`src/sv/tvpc_pkg.sv`:
```
package tvpc_pkg;

	localparam int CMD_W      = 2;
	localparam int PCT_W      = 7;
	localparam int MODE_W     = 2;
	localparam int PRESS_W    = 16;
	localparam int FST_W      = 16;
	localparam int RATIO_W    = 12;
	localparam int CFG_IDX_W  = 2;
	localparam int CFG_DATA_W = 16;

	// unit = full_scale_time / 100 is at most 655
	localparam int UNIT_W     = 10;
	localparam int SPAN_W     = UNIT_W + PCT_W;
	localparam int VPROD_W    = RATIO_W + SPAN_W;
	// scaled vent time stays below 2**20
	localparam int RUN_W      = 20;
	localparam int ELAPSED_W  = RUN_W + 1;
	localparam int SINCE_W    = 4;
	localparam int DROP_W     = 8;

	// reciprocal of 100 with 19 fraction bits, rounded up
	localparam int RECIP_SHIFT = 19;
	localparam int RECIP_100   = 5243;
	localparam int RECIP_W     = 13;
	localparam int QPROD_W     = FST_W + RECIP_W;

	localparam logic [CMD_W-1:0] CMD_TICK    = 2'd0;
	localparam logic [CMD_W-1:0] CMD_PERCENT = 2'd1;
	localparam logic [CMD_W-1:0] CMD_REARM   = 2'd2;

	localparam logic [MODE_W-1:0] MODE_CLOSED = 2'd0;
	localparam logic [MODE_W-1:0] MODE_FILL   = 2'd1;
	localparam logic [MODE_W-1:0] MODE_VENT   = 2'd2;
	localparam logic [MODE_W-1:0] MODE_EMERG  = 2'd3;

	localparam logic [CFG_IDX_W-1:0] REG_FULL_SCALE = 2'd0;
	localparam logic [CFG_IDX_W-1:0] REG_LIMIT      = 2'd1;
	localparam logic [CFG_IDX_W-1:0] REG_VENT_RATIO = 2'd2;

	localparam logic [FST_W-1:0]   FULL_SCALE_RESET = 16'd100;
	localparam logic [PRESS_W-1:0] LIMIT_RESET      = 16'd1000;
	localparam logic [RATIO_W-1:0] RATIO_RESET      = 12'd256;

	localparam int UPDATE_GAP    = 10;
	localparam int FILL_STEP     = 10;
	localparam int REARM_VENT_MS = 3000;
	localparam int FULL_PERCENT  = 100;

	typedef struct packed {
		logic [CMD_W-1:0] command;
		logic [PCT_W-1:0] target_percent;
	} in_item_t;

	typedef struct packed {
		logic               fill_valve;
		logic               vent_valve;
		logic [MODE_W-1:0]  valve_mode;
		logic [PRESS_W-1:0] pressure_estimate;
		logic [PCT_W-1:0]   current_percent;
		logic               emergency;
	} out_item_t;

	typedef struct packed {
		logic [FST_W-1:0]   full_scale_time;
		logic [PRESS_W-1:0] pressure_limit;
		logic [RATIO_W-1:0] vent_ratio;
	} cfg_t;

	typedef struct packed {
		logic accept;
		logic timer;
		logic press;
		logic unit0;
		logic unit1;
		logic unit2;
		logic unit3;
		logic apply;
		logic load;
	} ctrl_cmd_t;

	typedef struct packed {
		logic out_free;
	} ctrl_sts_t;

endpackage

```
`src/sv/tvpc_cfg.sv`:
```
module tvpc_cfg (
	input  logic                           clk,
	input  logic                           arst_n,
	input  logic                           cfg_wr_en,
	input  logic [tvpc_pkg::CFG_IDX_W-1:0]  cfg_index,
	input  logic [tvpc_pkg::CFG_DATA_W-1:0] cfg_data,
	output tvpc_pkg::cfg_t                 cfg
);
	import tvpc_pkg::*;

	cfg_t cfg_q;

	always_ff @(posedge clk or negedge arst_n) begin
		if (!arst_n) begin
			cfg_q.full_scale_time <= FULL_SCALE_RESET;
			cfg_q.pressure_limit  <= LIMIT_RESET;
			cfg_q.vent_ratio      <= RATIO_RESET;
		end else if (cfg_wr_en) begin
			unique case (cfg_index)
				REG_FULL_SCALE: cfg_q.full_scale_time <= cfg_data[FST_W-1:0];
				REG_LIMIT:      cfg_q.pressure_limit  <= cfg_data[PRESS_W-1:0];
				REG_VENT_RATIO: cfg_q.vent_ratio      <= cfg_data[RATIO_W-1:0];
				default: begin
					// unmapped index: drop the write
				end
			endcase
		end
	end

	assign cfg = cfg_q;

endmodule

```
`src/sv/tvpc_ctrl.sv`:
```
module tvpc_ctrl (
	input  logic                      clk,
	input  logic                      arst_n,
	input  logic                      in_valid,
	input  logic [tvpc_pkg::CMD_W-1:0] in_command,
	output logic                      in_ready,
	input  tvpc_pkg::ctrl_sts_t       sts,
	output tvpc_pkg::ctrl_cmd_t       cmd
);
	import tvpc_pkg::*;

	localparam logic [3:0] ST_IDLE  = 4'd0;
	localparam logic [3:0] ST_UNIT0 = 4'd1;
	localparam logic [3:0] ST_UNIT1 = 4'd2;
	localparam logic [3:0] ST_UNIT2 = 4'd3;
	localparam logic [3:0] ST_UNIT3 = 4'd4;
	localparam logic [3:0] ST_APPLY = 4'd5;
	localparam logic [3:0] ST_TIMER = 4'd6;
	localparam logic [3:0] ST_PRESS = 4'd7;
	localparam logic [3:0] ST_DONE  = 4'd8;

	logic [3:0] state_q;
	logic [3:0] state_nxt;

	assign in_ready = (state_q == ST_IDLE);

	always_comb begin
		state_nxt  = state_q;
		cmd        = '0;
		unique case (state_q)
			ST_IDLE: begin
				if (in_valid) begin
					cmd.accept = 1'b1;
					unique case (in_command)
						CMD_TICK:    state_nxt = ST_TIMER;
						CMD_PERCENT: state_nxt = ST_UNIT0;
						CMD_REARM:   state_nxt = ST_APPLY;
						default:     state_nxt = ST_DONE;
					endcase
				end
			end
			ST_UNIT0: begin
				cmd.unit0 = 1'b1;
				state_nxt = ST_UNIT1;
			end
			ST_UNIT1: begin
				cmd.unit1 = 1'b1;
				state_nxt = ST_UNIT2;
			end
			ST_UNIT2: begin
				cmd.unit2 = 1'b1;
				state_nxt = ST_UNIT3;
			end
			ST_UNIT3: begin
				cmd.unit3 = 1'b1;
				state_nxt = ST_APPLY;
			end
			ST_APPLY: begin
				cmd.apply = 1'b1;
				state_nxt = ST_DONE;
			end
			ST_TIMER: begin
				cmd.timer = 1'b1;
				state_nxt = ST_PRESS;
			end
			ST_PRESS: begin
				cmd.press = 1'b1;
				state_nxt = ST_DONE;
			end
			ST_DONE: begin
				// hold until the result slot can take the item
				if (sts.out_free) begin
					cmd.load  = 1'b1;
					state_nxt = ST_IDLE;
				end
			end
			default: state_nxt = ST_IDLE;
		endcase
	end

	always_ff @(posedge clk or negedge arst_n) begin
		if (!arst_n) begin
			state_q <= ST_IDLE;
		end else begin
			state_q <= state_nxt;
		end
	end

endmodule

```
`src/sv/tvpc_datapath.sv`:
```
module tvpc_datapath (
	input  logic                 clk,
	input  logic                 arst_n,
	input  tvpc_pkg::cfg_t       cfg,
	input  tvpc_pkg::in_item_t   in_item,
	input  tvpc_pkg::ctrl_cmd_t  cmd,
	output tvpc_pkg::ctrl_sts_t  sts,
	output logic                 out_valid,
	input  logic                 out_ready,
	output tvpc_pkg::out_item_t  out_item
);
	import tvpc_pkg::*;

	// controller state
	logic [MODE_W-1:0]    mode_q;
	logic                 timing_q;
	logic [ELAPSED_W-1:0] elapsed_q;
	logic [RUN_W-1:0]     run_q;
	logic [SINCE_W-1:0]   since_q;
	logic [PRESS_W-1:0]   pressure_q;
	logic [PCT_W-1:0]     percent_q;
	logic                 halted_q;
	logic                 out_valid_q;

	// working registers
	in_item_t             item_q;
	logic [UNIT_W-1:0]    q0_q;
	logic [SPAN_W-1:0]    chk_q;
	logic                 fill_q;
	logic [PCT_W-1:0]     change_q;
	logic [SPAN_W-1:0]    span_q;
	logic [RUN_W-1:0]     vspan_q;
	logic [DROP_W-1:0]    drop_q;
	out_item_t            out_q;

	logic [QPROD_W-1:0]   qprod;
	logic [UNIT_W-1:0]    unit;
	logic [VPROD_W-1:0]   vprod;
	logic [PRESS_W-1:0]   dprod;
	logic [PRESS_W:0]     fill_sum;
	logic                 upd;
	logic [PRESS_W-1:0]   press_nxt;
	logic                 pct_ok;

	assign qprod = QPROD_W'(cfg.full_scale_time) * QPROD_W'(RECIP_100);
	// the reciprocal runs high by at most one; step back if q0*100 overshoots
	assign unit  = (chk_q > SPAN_W'(cfg.full_scale_time)) ? q0_q - UNIT_W'(1) : q0_q;
	assign vprod = VPROD_W'(cfg.vent_ratio) * VPROD_W'(span_q);
	assign dprod = PRESS_W'(cfg.vent_ratio) * PRESS_W'(UPDATE_GAP);

	assign fill_sum = {1'b0, pressure_q} + (PRESS_W+1)'(FILL_STEP);
	assign upd = ((mode_q == MODE_FILL) || (mode_q == MODE_VENT)) &&
		(since_q > SINCE_W'(UPDATE_GAP));

	always_comb begin
		press_nxt = pressure_q;
		if (upd) begin
			if (mode_q == MODE_FILL) begin
				press_nxt = fill_sum[PRESS_W] ? '1 : fill_sum[PRESS_W-1:0];
			end else begin
				press_nxt = (PRESS_W'(drop_q) >= pressure_q) ? '0 :
					pressure_q - PRESS_W'(drop_q);
			end
		end
	end

	assign pct_ok = (mode_q != MODE_EMERG) && (item_q.target_percent <= PCT_W'(FULL_PERCENT));

	always_ff @(posedge clk) begin
		if (cmd.accept) begin
			item_q <= in_item;
		end
		if (cmd.unit0) begin
			q0_q     <= qprod[RECIP_SHIFT +: UNIT_W];
			fill_q   <= item_q.target_percent > percent_q;
			change_q <= (item_q.target_percent > percent_q) ?
				item_q.target_percent - percent_q : percent_q - item_q.target_percent;
		end
		if (cmd.unit1) begin
			chk_q <= SPAN_W'(q0_q) * SPAN_W'(FULL_PERCENT);
		end
		if (cmd.unit2) begin
			span_q <= SPAN_W'(unit) * SPAN_W'(change_q);
		end
		if (cmd.unit3) begin
			vspan_q <= vprod[8 +: RUN_W];
		end
		if (cmd.timer) begin
			drop_q <= dprod[8 +: DROP_W];
		end
		if (cmd.load) begin
			out_q.fill_valve        <= (mode_q == MODE_FILL);
			out_q.vent_valve        <= (mode_q != MODE_CLOSED);
			out_q.valve_mode        <= mode_q;
			out_q.pressure_estimate <= pressure_q;
			out_q.current_percent   <= percent_q;
			out_q.emergency         <= halted_q;
		end
	end

	always_ff @(posedge clk or negedge arst_n) begin
		if (!arst_n) begin
			mode_q      <= MODE_CLOSED;
			timing_q    <= 1'b0;
			elapsed_q   <= '0;
			run_q       <= '0;
			since_q     <= '0;
			pressure_q  <= '0;
			percent_q   <= '0;
			halted_q    <= 1'b0;
			out_valid_q <= 1'b0;
		end else begin
			if (cmd.accept && (in_item.command == CMD_TICK)) begin
				if (elapsed_q != '1) begin
					elapsed_q <= elapsed_q + ELAPSED_W'(1);
				end
				if (since_q != '1) begin
					since_q <= since_q + SINCE_W'(1);
				end
			end
			if (cmd.timer && timing_q && (elapsed_q > ELAPSED_W'(run_q))) begin
				timing_q <= 1'b0;
				if (mode_q != MODE_EMERG) begin
					mode_q <= MODE_CLOSED;
				end
			end
			if (cmd.press) begin
				if (upd) begin
					since_q    <= '0;
					pressure_q <= press_nxt;
				end
				if (press_nxt > cfg.pressure_limit) begin
					mode_q   <= MODE_EMERG;
					halted_q <= 1'b1;
				end
			end
			if (cmd.apply) begin
				if (item_q.command == CMD_PERCENT) begin
					if (pct_ok) begin
						mode_q    <= fill_q ? MODE_FILL : MODE_VENT;
						timing_q  <= 1'b1;
						elapsed_q <= '0;
						run_q     <= fill_q ? RUN_W'(span_q) : vspan_q;
						percent_q <= item_q.target_percent;
					end
				end else if (mode_q == MODE_EMERG) begin
					// re-arm: release the stop and vent for a fixed time
					mode_q     <= MODE_VENT;
					timing_q   <= 1'b1;
					elapsed_q  <= '0;
					run_q      <= RUN_W'(REARM_VENT_MS);
					halted_q   <= 1'b0;
					pressure_q <= '0;
					percent_q  <= '0;
				end
			end
			if (cmd.load) begin
				out_valid_q <= 1'b1;
			end else if (out_ready) begin
				out_valid_q <= 1'b0;
			end
		end
	end

	assign sts.out_free = !out_valid_q || out_ready;
	assign out_valid    = out_valid_q;
	assign out_item     = out_q;

endmodule

```
`src/sv/timed_valve_pressure_controller_core.sv`:
```
// channel   signals                              width  direction
// in        in_valid / in_ready / in_item        9      into block
// out       out_valid / out_ready / out_item     28     out of block
// cfg       cfg_wr_en / cfg_index / cfg_data     2+16   into block, write only
//
// A tick steps through the timer and pressure states, a percent request through
// the unit states (the divide by 100 and the vent scaling run through registered
// multiplies) and apply, a re-arm through apply alone, an unused command to done.
// Reset clears the valve state, the timer and the estimate; the registers
// return to their defaults. A held result stalls the block only when the
// following item is ready to be delivered.
module timed_valve_pressure_controller_core (
	input  logic                           clk,
	input  logic                           arst_n,
	input  logic                           in_valid,
	output logic                           in_ready,
	input  tvpc_pkg::in_item_t             in_item,
	output logic                           out_valid,
	input  logic                           out_ready,
	output tvpc_pkg::out_item_t            out_item,
	input  logic                           cfg_wr_en,
	input  logic [tvpc_pkg::CFG_IDX_W-1:0]  cfg_index,
	input  logic [tvpc_pkg::CFG_DATA_W-1:0] cfg_data
);
	import tvpc_pkg::*;

	cfg_t      cfg;
	ctrl_cmd_t cmd;
	ctrl_sts_t sts;

	tvpc_cfg u_cfg (
		.clk       (clk),
		.arst_n    (arst_n),
		.cfg_wr_en (cfg_wr_en),
		.cfg_index (cfg_index),
		.cfg_data  (cfg_data),
		.cfg       (cfg)
	);

	tvpc_ctrl u_ctrl (
		.clk        (clk),
		.arst_n     (arst_n),
		.in_valid   (in_valid),
		.in_command (in_item.command),
		.in_ready   (in_ready),
		.sts        (sts),
		.cmd        (cmd)
	);

	tvpc_datapath u_dp (
		.clk       (clk),
		.arst_n    (arst_n),
		.cfg       (cfg),
		.in_item   (in_item),
		.cmd       (cmd),
		.sts       (sts),
		.out_valid (out_valid),
		.out_ready (out_ready),
		.out_item  (out_item)
	);

endmodule
```
`config.mk`:
```
export PLATFORM = sky130hd
export DESIGN_NAME = timed_valve_pressure_controller_core
export DESIGN_NICKNAME = d
export VERILOG_FILES = /design/src/sv/tvpc_pkg.sv /design/src/sv/tvpc_cfg.sv /design/src/sv/tvpc_ctrl.sv /design/src/sv/tvpc_datapath.sv /design/src/sv/timed_valve_pressure_controller_core.sv
export SDC_FILE = /design/constraint.sdc
export NUM_CORES = 1
export LEC_CHECK = 0
export BUFFER_PORTS_ARGS = -buffer_cell sky130_fd_sc_hd__buf_2
export CORE_UTILIZATION = 40
export DETAILED_ROUTE_END_ITERATION = 6
export GPL_ROUTABILITY_DRIVEN = 0
export HOLD_SLACK_MARGIN = 0.08
export MAX_ROUTING_LAYER = met4
export REMOVE_ABC_BUFFERS = 1
export SYNTH_ARGS = -nofsm -noshare
export SYNTH_HDL_FRONTEND = slang
export SYNTH_SLANG_ARGS = --single-unit
```
`constraint.sdc`:
```
create_clock -name clk -period 5.75 [get_ports clk]
set_input_delay 0.2875 -clock clk [delete_from_list [all_inputs] [get_ports clk]]
set_output_delay 0.2875 -clock clk [all_outputs]
set_load 0.01 [all_outputs]
```
# Yosys cells after proc, flatten, opt, wreduce, memory -nomap -nowiden
# Cells that the tools add are included.
[word_totals] elab_cells=153 out_inout_bits=30 ff_bits=236
[classes] n_mux=64 multipliers=5 n_eq_ne=22 magnitude_cmp=7 n_addsub=7 reduce_logical=20
[op_table] cell="two-way mux 16 bit" count=9
[op_table] cell="two-way mux 21 bit" count=6
[op_table] cell="two-way mux 20 bit" count=4
[op_table] cell="case mux 4 bit (8 select lines)" count=1
[op_table] cell="multiplier 16 x 13 -> 29 bit (second input constant)" count=1
[op_table] cell="multiplier 12 x 17 -> 28 bit" count=1
[op_table] cell="two-way mux 7 bit" count=4
[op_table] cell="two-way mux 4 bit" count=6
[op_table] cell="two-way mux 1 bit" count=23
[op_table] cell="adder 21 x 1 -> 21 bit (second input constant)" count=1
[op_table] cell="greater-than comparator 21 x 20 -> 1 bit" count=1
[op_table] cell="inequality test 21 bit (second input constant)" count=1
[op_table] cell="two-way mux 2 bit" count=9
[op_table] cell="adder 16 x 4 -> 17 bit (second input constant)" count=1
[op_table] cell="greater-than comparator 17 x 16 -> 1 bit" count=1
[op_table] cell="multiplier 10 x 7 -> 17 bit" count=1
[op_table] cell="equality test 4 x 3 -> 1 bit (second input constant)" count=4
[op_table] cell="greater-or-equal comparator 8 x 16 -> 1 bit" count=1
[op_table] cell="greater-than comparator 16 bit" count=1
[op_table] cell="subtractor 16 x 8 -> 16 bit" count=1
[op_table] cell="multiplier 10 x 5 -> 15 bit (second input constant)" count=1
[op_table] cell="multiplier 12 x 3 -> 15 bit (second input constant)" count=1
[op_table] cell="subtractor 7 bit" count=2
[op_table] cell="case mux 4 bit (3 select lines)" count=1
[op_table] cell="23 further kinds" count=43

# Logic depth before layout (Yosys ltp)
[logic_depth] ltp_word=10 ltp_mapped=26 mapped_depth_nobuf=26

# Hierarchy
# Synthesis repeated with hierarchy kept, for this count alone.
[unflattened] cells_unflattened=2520 hier_area_um2=25227.9
[by_module_without_submodules] module="tvpc_datapath" cells_per_inst=2383 area_each_um2=23183.5 n_inst=1 seq_area_each_um2=5280.1
[by_module_without_submodules] module="tvpc_cfg" cells_per_inst=94 area_each_um2=1670.4 n_inst=1 seq_area_each_um2=1113.6
[by_module_without_submodules] module="tvpc_ctrl" cells_per_inst=43 area_each_um2=374.1 n_inst=1 seq_area_each_um2=100.1

# Least setup slack after synthesis
# OpenSTA, ideal clock, no wires.
[synth_path] path_kind="reg-to-reg" startpoint="register u_cfg.cfg_q (netlist bit u_cfg.cfg[34])" endpoint="register u_dp.span_q[16] (data pin)" t_arrival_ps=5937 setup_slack_ps=-447 path_stages_with_launch=26 synth_period_minus_slack_ps=6197 path_buffers=0 path_cell_list="dfstp_2 > inv_1 > ha_1 > a21o_1 > a21o_1 > a21oi_1 > o2111a_1 > a21oi_1 > and3_1 > xnor2_1 > nor2b_1 > fa_1 > inv_1 > fa_1 > inv_1 > fa_1 > inv_1 > fa_1 > inv_1 > ha_1 > a21oi_1 > o21ai_0 > a211oi_1 > o31ai_1 > a21oi_1 > xnor2_1"
[synth_via] elab_chain_len=3
[synth_rtl] element="start: declaration" line_no="tvpc_cfg.sv:11" text="cfg_t cfg_q;"
[synth_rtl] element="greater-than comparator 17 x 16 -> 1 bit" line_no="tvpc_datapath.sv:47" text="assign unit = (chk_q > SPAN_W'(cfg.full_scale_time)) ? q0_q - UNIT_W'(1) : q0_q;"
[synth_rtl] element="two-way mux 10 bit" line_no="tvpc_datapath.sv:47"
[synth_rtl] element="multiplier 10 x 7 -> 17 bit" line_no="tvpc_datapath.sv:83" text="span_q <= SPAN_W'(unit) * SPAN_W'(change_q);"
[synth_rtl] element="end signal: assignment" line_no="tvpc_datapath.sv:83"
[synth_rtl] element="end: declaration" line_no="tvpc_datapath.sv:31" text="logic [SPAN_W-1:0] span_q;"
# No other way between the ends.
# A chain may end at the register's enable or synchronous reset.

# Worst setup path after layout
[layout_path] startpoint="register u_cfg.cfg_q (netlist bit u_cfg.cfg[30])" endpoint="register u_dp.span_q[16] (data pin)"
# The elaborated chain is that of the path after synthesis.

==> impl_metrics.toml <==
[final_layout]
stdcell_area_sq_mm = 0.0293
final_cell_mix = "inv_1, ha_1, fa_1"
multiInputGateArea_sq_mm = 0.0172
final_util = 0.473
area_growth_pct = 16.3
n_fill_cell = 5683
drive_gt1_frac = 0.157
layout_commonest_cell = "inv_1"
layout.nets = 3397
seq_area_sq_mm = 0.00650

[clock_network]
cts-root-buf = "clkbuf_16"
cts_tree = "done"
h-tree-depth = 1
cts_sinks = 236
clockBufferDepth = 3
numCtsBuffers = 27
clkLatencyLatePin_ns = 0.57
clkTransAtPathRegs_ns = 0.06

[sta]
skew_ns = 0.0169
final_hold_viol_count = 0
fin_crit_ns = 5.88
rsz0062_at_grt = "true"
hold_ws_ns = 0.110
tightest_slew_ns = 1.02
setup_slack_ns = -0.131
slew_headroom = 0.317
fmax_mhz = 170
slew_viol_final = 0
period_share = 1.02
finalSetupViolations = 4

[global_routing]
grt_pass1_wl_mm = 104
overflow = 0
antenna_found_initial = 2
track_usage = 0.212
grt_max_degree = 63
grt_pass1_vias = 20000

[worst_setup_path]
worst-path-stages = 26
r2r_cells = 26
critPathSlowestCell = "dfstp_2"
regToRegEndpoint = "u_dp.span_q[16]"
start_kind = "flip-flop"
r2r_slack_ns = -0.13
rr_startpoint = "u_cfg.cfg[30]"
cp-endpoint = "u_dp.span_q[16]"
crit_family = "adder cells"
worstPathRequired_ns = 6.06
critPathCaptureType = "flip-flop"
critical_path_buf_inv_count = 6
critPathKind = "flip-flop to flip-flop"
critPathLaunch = "u_cfg.cfg[30]"
crit_arrival_ns = 6.19
path_common_cell = "inv_2"
slowest_delay_ns = 0.54
critPathMaxFanout = 4

[route]
route.detailed.drc = 0
viasPerCell = 5.18
vias = 18700
initialDrtViolationCount = 1011
drtPass1Iterations = 6
antenna_left = 0
wl_per_cell_um = 17.7
routed_wl_mm = 63.9

[die]
rows = 91
start_util = 0.406
pin_count = 62
die_h_um = 253
die_area_sq_mm = 0.0641
die_x_um = 253
core_sq_mm = 0.0621

[yosys]
synthSimpleGateAreaFrac = 0.134
synth_edf_count = 115
yosysTopAreaCellShare = 0.214
ys_warn_count = 0
ys.flop_type = "edfxtp_1"
synth_compound_area_frac = 0.0942
syn_area_sq_mm = 0.0252
synth_mux_area_frac = 0.0189
synth-seq-area-share = 0.257
synth_area_leaders = "fa_1, ha_1, edfxtp_1, dfrtp_1, inv_1"
synth_xor_area_frac = 0.0323
synthCells = 2535
synth_fa_ha_area_frac = 0.384
yosys.cell_types.count = 81
synth_top_family_by_area = "adder cells"
syn_area_per_cell_sq_um = 9.95
synth_seq_cells = 236
synthArstFlopShare = 0.513
yosysTopAreaCell = "fa_1"

[run]
max_cap_viol_count = 0

[worst_hold_path]
hold_class = "primary input to flip-flop"

[placement]
place_ws_ns = -0.628
io_buffers = 61
post_dp_cell_area_sq_mm = 0.0275
dp_hpwl_mm = 51.4

[run_status]
status = "finished with violations"
violations = "setup timing"
-- worst min-delay path, delay by kind of cell --
kind | cells | cell delay (ns)
AND/OR/NAND/NOR | 1 | 0.07
buffers and inverters | 1 | 0.17
AO/OA/AOI/OAI | 1 | 0.08
-- layout make-up --
cell class | instances | area share
Antenna cell | 3 | 0.000256
Clock inverter | 12 | 0.00456
Sequential cell | 236 | 0.222
Multi-Input combinational cell | 1784 | 0.587
Clock buffer | 38 | 0.0269
Timing Repair Buffer | 260 | 0.0668
Inverter | 444 | 0.0568
Tap cell | 837 | 0.0357
-- worst min path at each step --
stage                             to  cells past startpoint  slack [ns]               from
floorplan               u_cfg.cfg[0]                      0      -0.008             arst_n
global placement    u_dp.out_item[7]                      0        0.44  u_dp.percent_q[6]
detailed placement  u_dp.out_item[0]                      0        0.44      u_dp.halted_q
CTS                    u_cfg.cfg[28]                      3         0.1        cfg_data[0]
global route           u_cfg.cfg[29]                      3        0.13        cfg_data[1]
finish                 u_cfg.cfg[28]                      3        0.11        cfg_data[0]
-- per-layer routing --
layer	vias up	global-route usage	wire, um
li1	8825	-	-
met1	9368	0.255	27000
met2	406	0.363	31700
met3	125	0.0307	2860
met4	0	0.0738	2290
met5	-	-	0
-- flip-flops by register name (all words and copies together), names as in the netlist, 8 cells and up --
signal,cells
u_dp.elapsed_q,21
u_dp.item_q,9
u_dp.run_q,20
u_cfg.cfg,44
u_dp.span_q,17
u_dp.out_item,28
u_dp.chk_q,15
u_dp.q0_q,10
u_dp.pressure_q,16
u_dp.vspan_q,20
u_dp.drop_q,8
-- cell usage after synthesis, drive strengths merged (31+ instances only) --
| master | instances |
|---|---|
| fa | 270 |
| nand2 | 206 |
| inv | 444 |
| nand3 | 62 |
| and2 | 105 |
| o21ai | 82 |
| ha | 342 |
| nor2b | 67 |
| a21oi | 96 |
| a21o | 44 |
| nor3 | 31 |
| dfrtp | 111 |
| edfxtp | 115 |
| xnor2 | 67 |
| nor2 | 99 |
| mux2 | 38 |
| clkbuf | 67 |
-- cell families after synthesis --
family                     count (synthesis)
and+or+nand+nor                          671
adders and majority gates                612
buffers and inverters                    515
AOI/OAI and AO/OA                        365
DFF                                      236
xor gates and xnor gates                  93
muxes                                     43
-- repair_timing --
item	CTS	global route
buffers inserted	7	11
hold buffers	25	0
gates resized for setup	54	50
endpoints found under the hold margin	92	0
setup endpoints to repair	11	22
pin swaps	44	42
-- through the flow --
step                setup TNS (ns)  std cells
finish                      -0.236       3614
global route                 -1.73       3614
CTS                         -0.177       3601
detailed placement           -3.03       3519
global placement             -2.47       3519
floorplan                    -1.84       2464
Power is left out: the tool's default activity adds up to more than one toggle a clock period on the data nets, which glitch-free logic cannot reach.
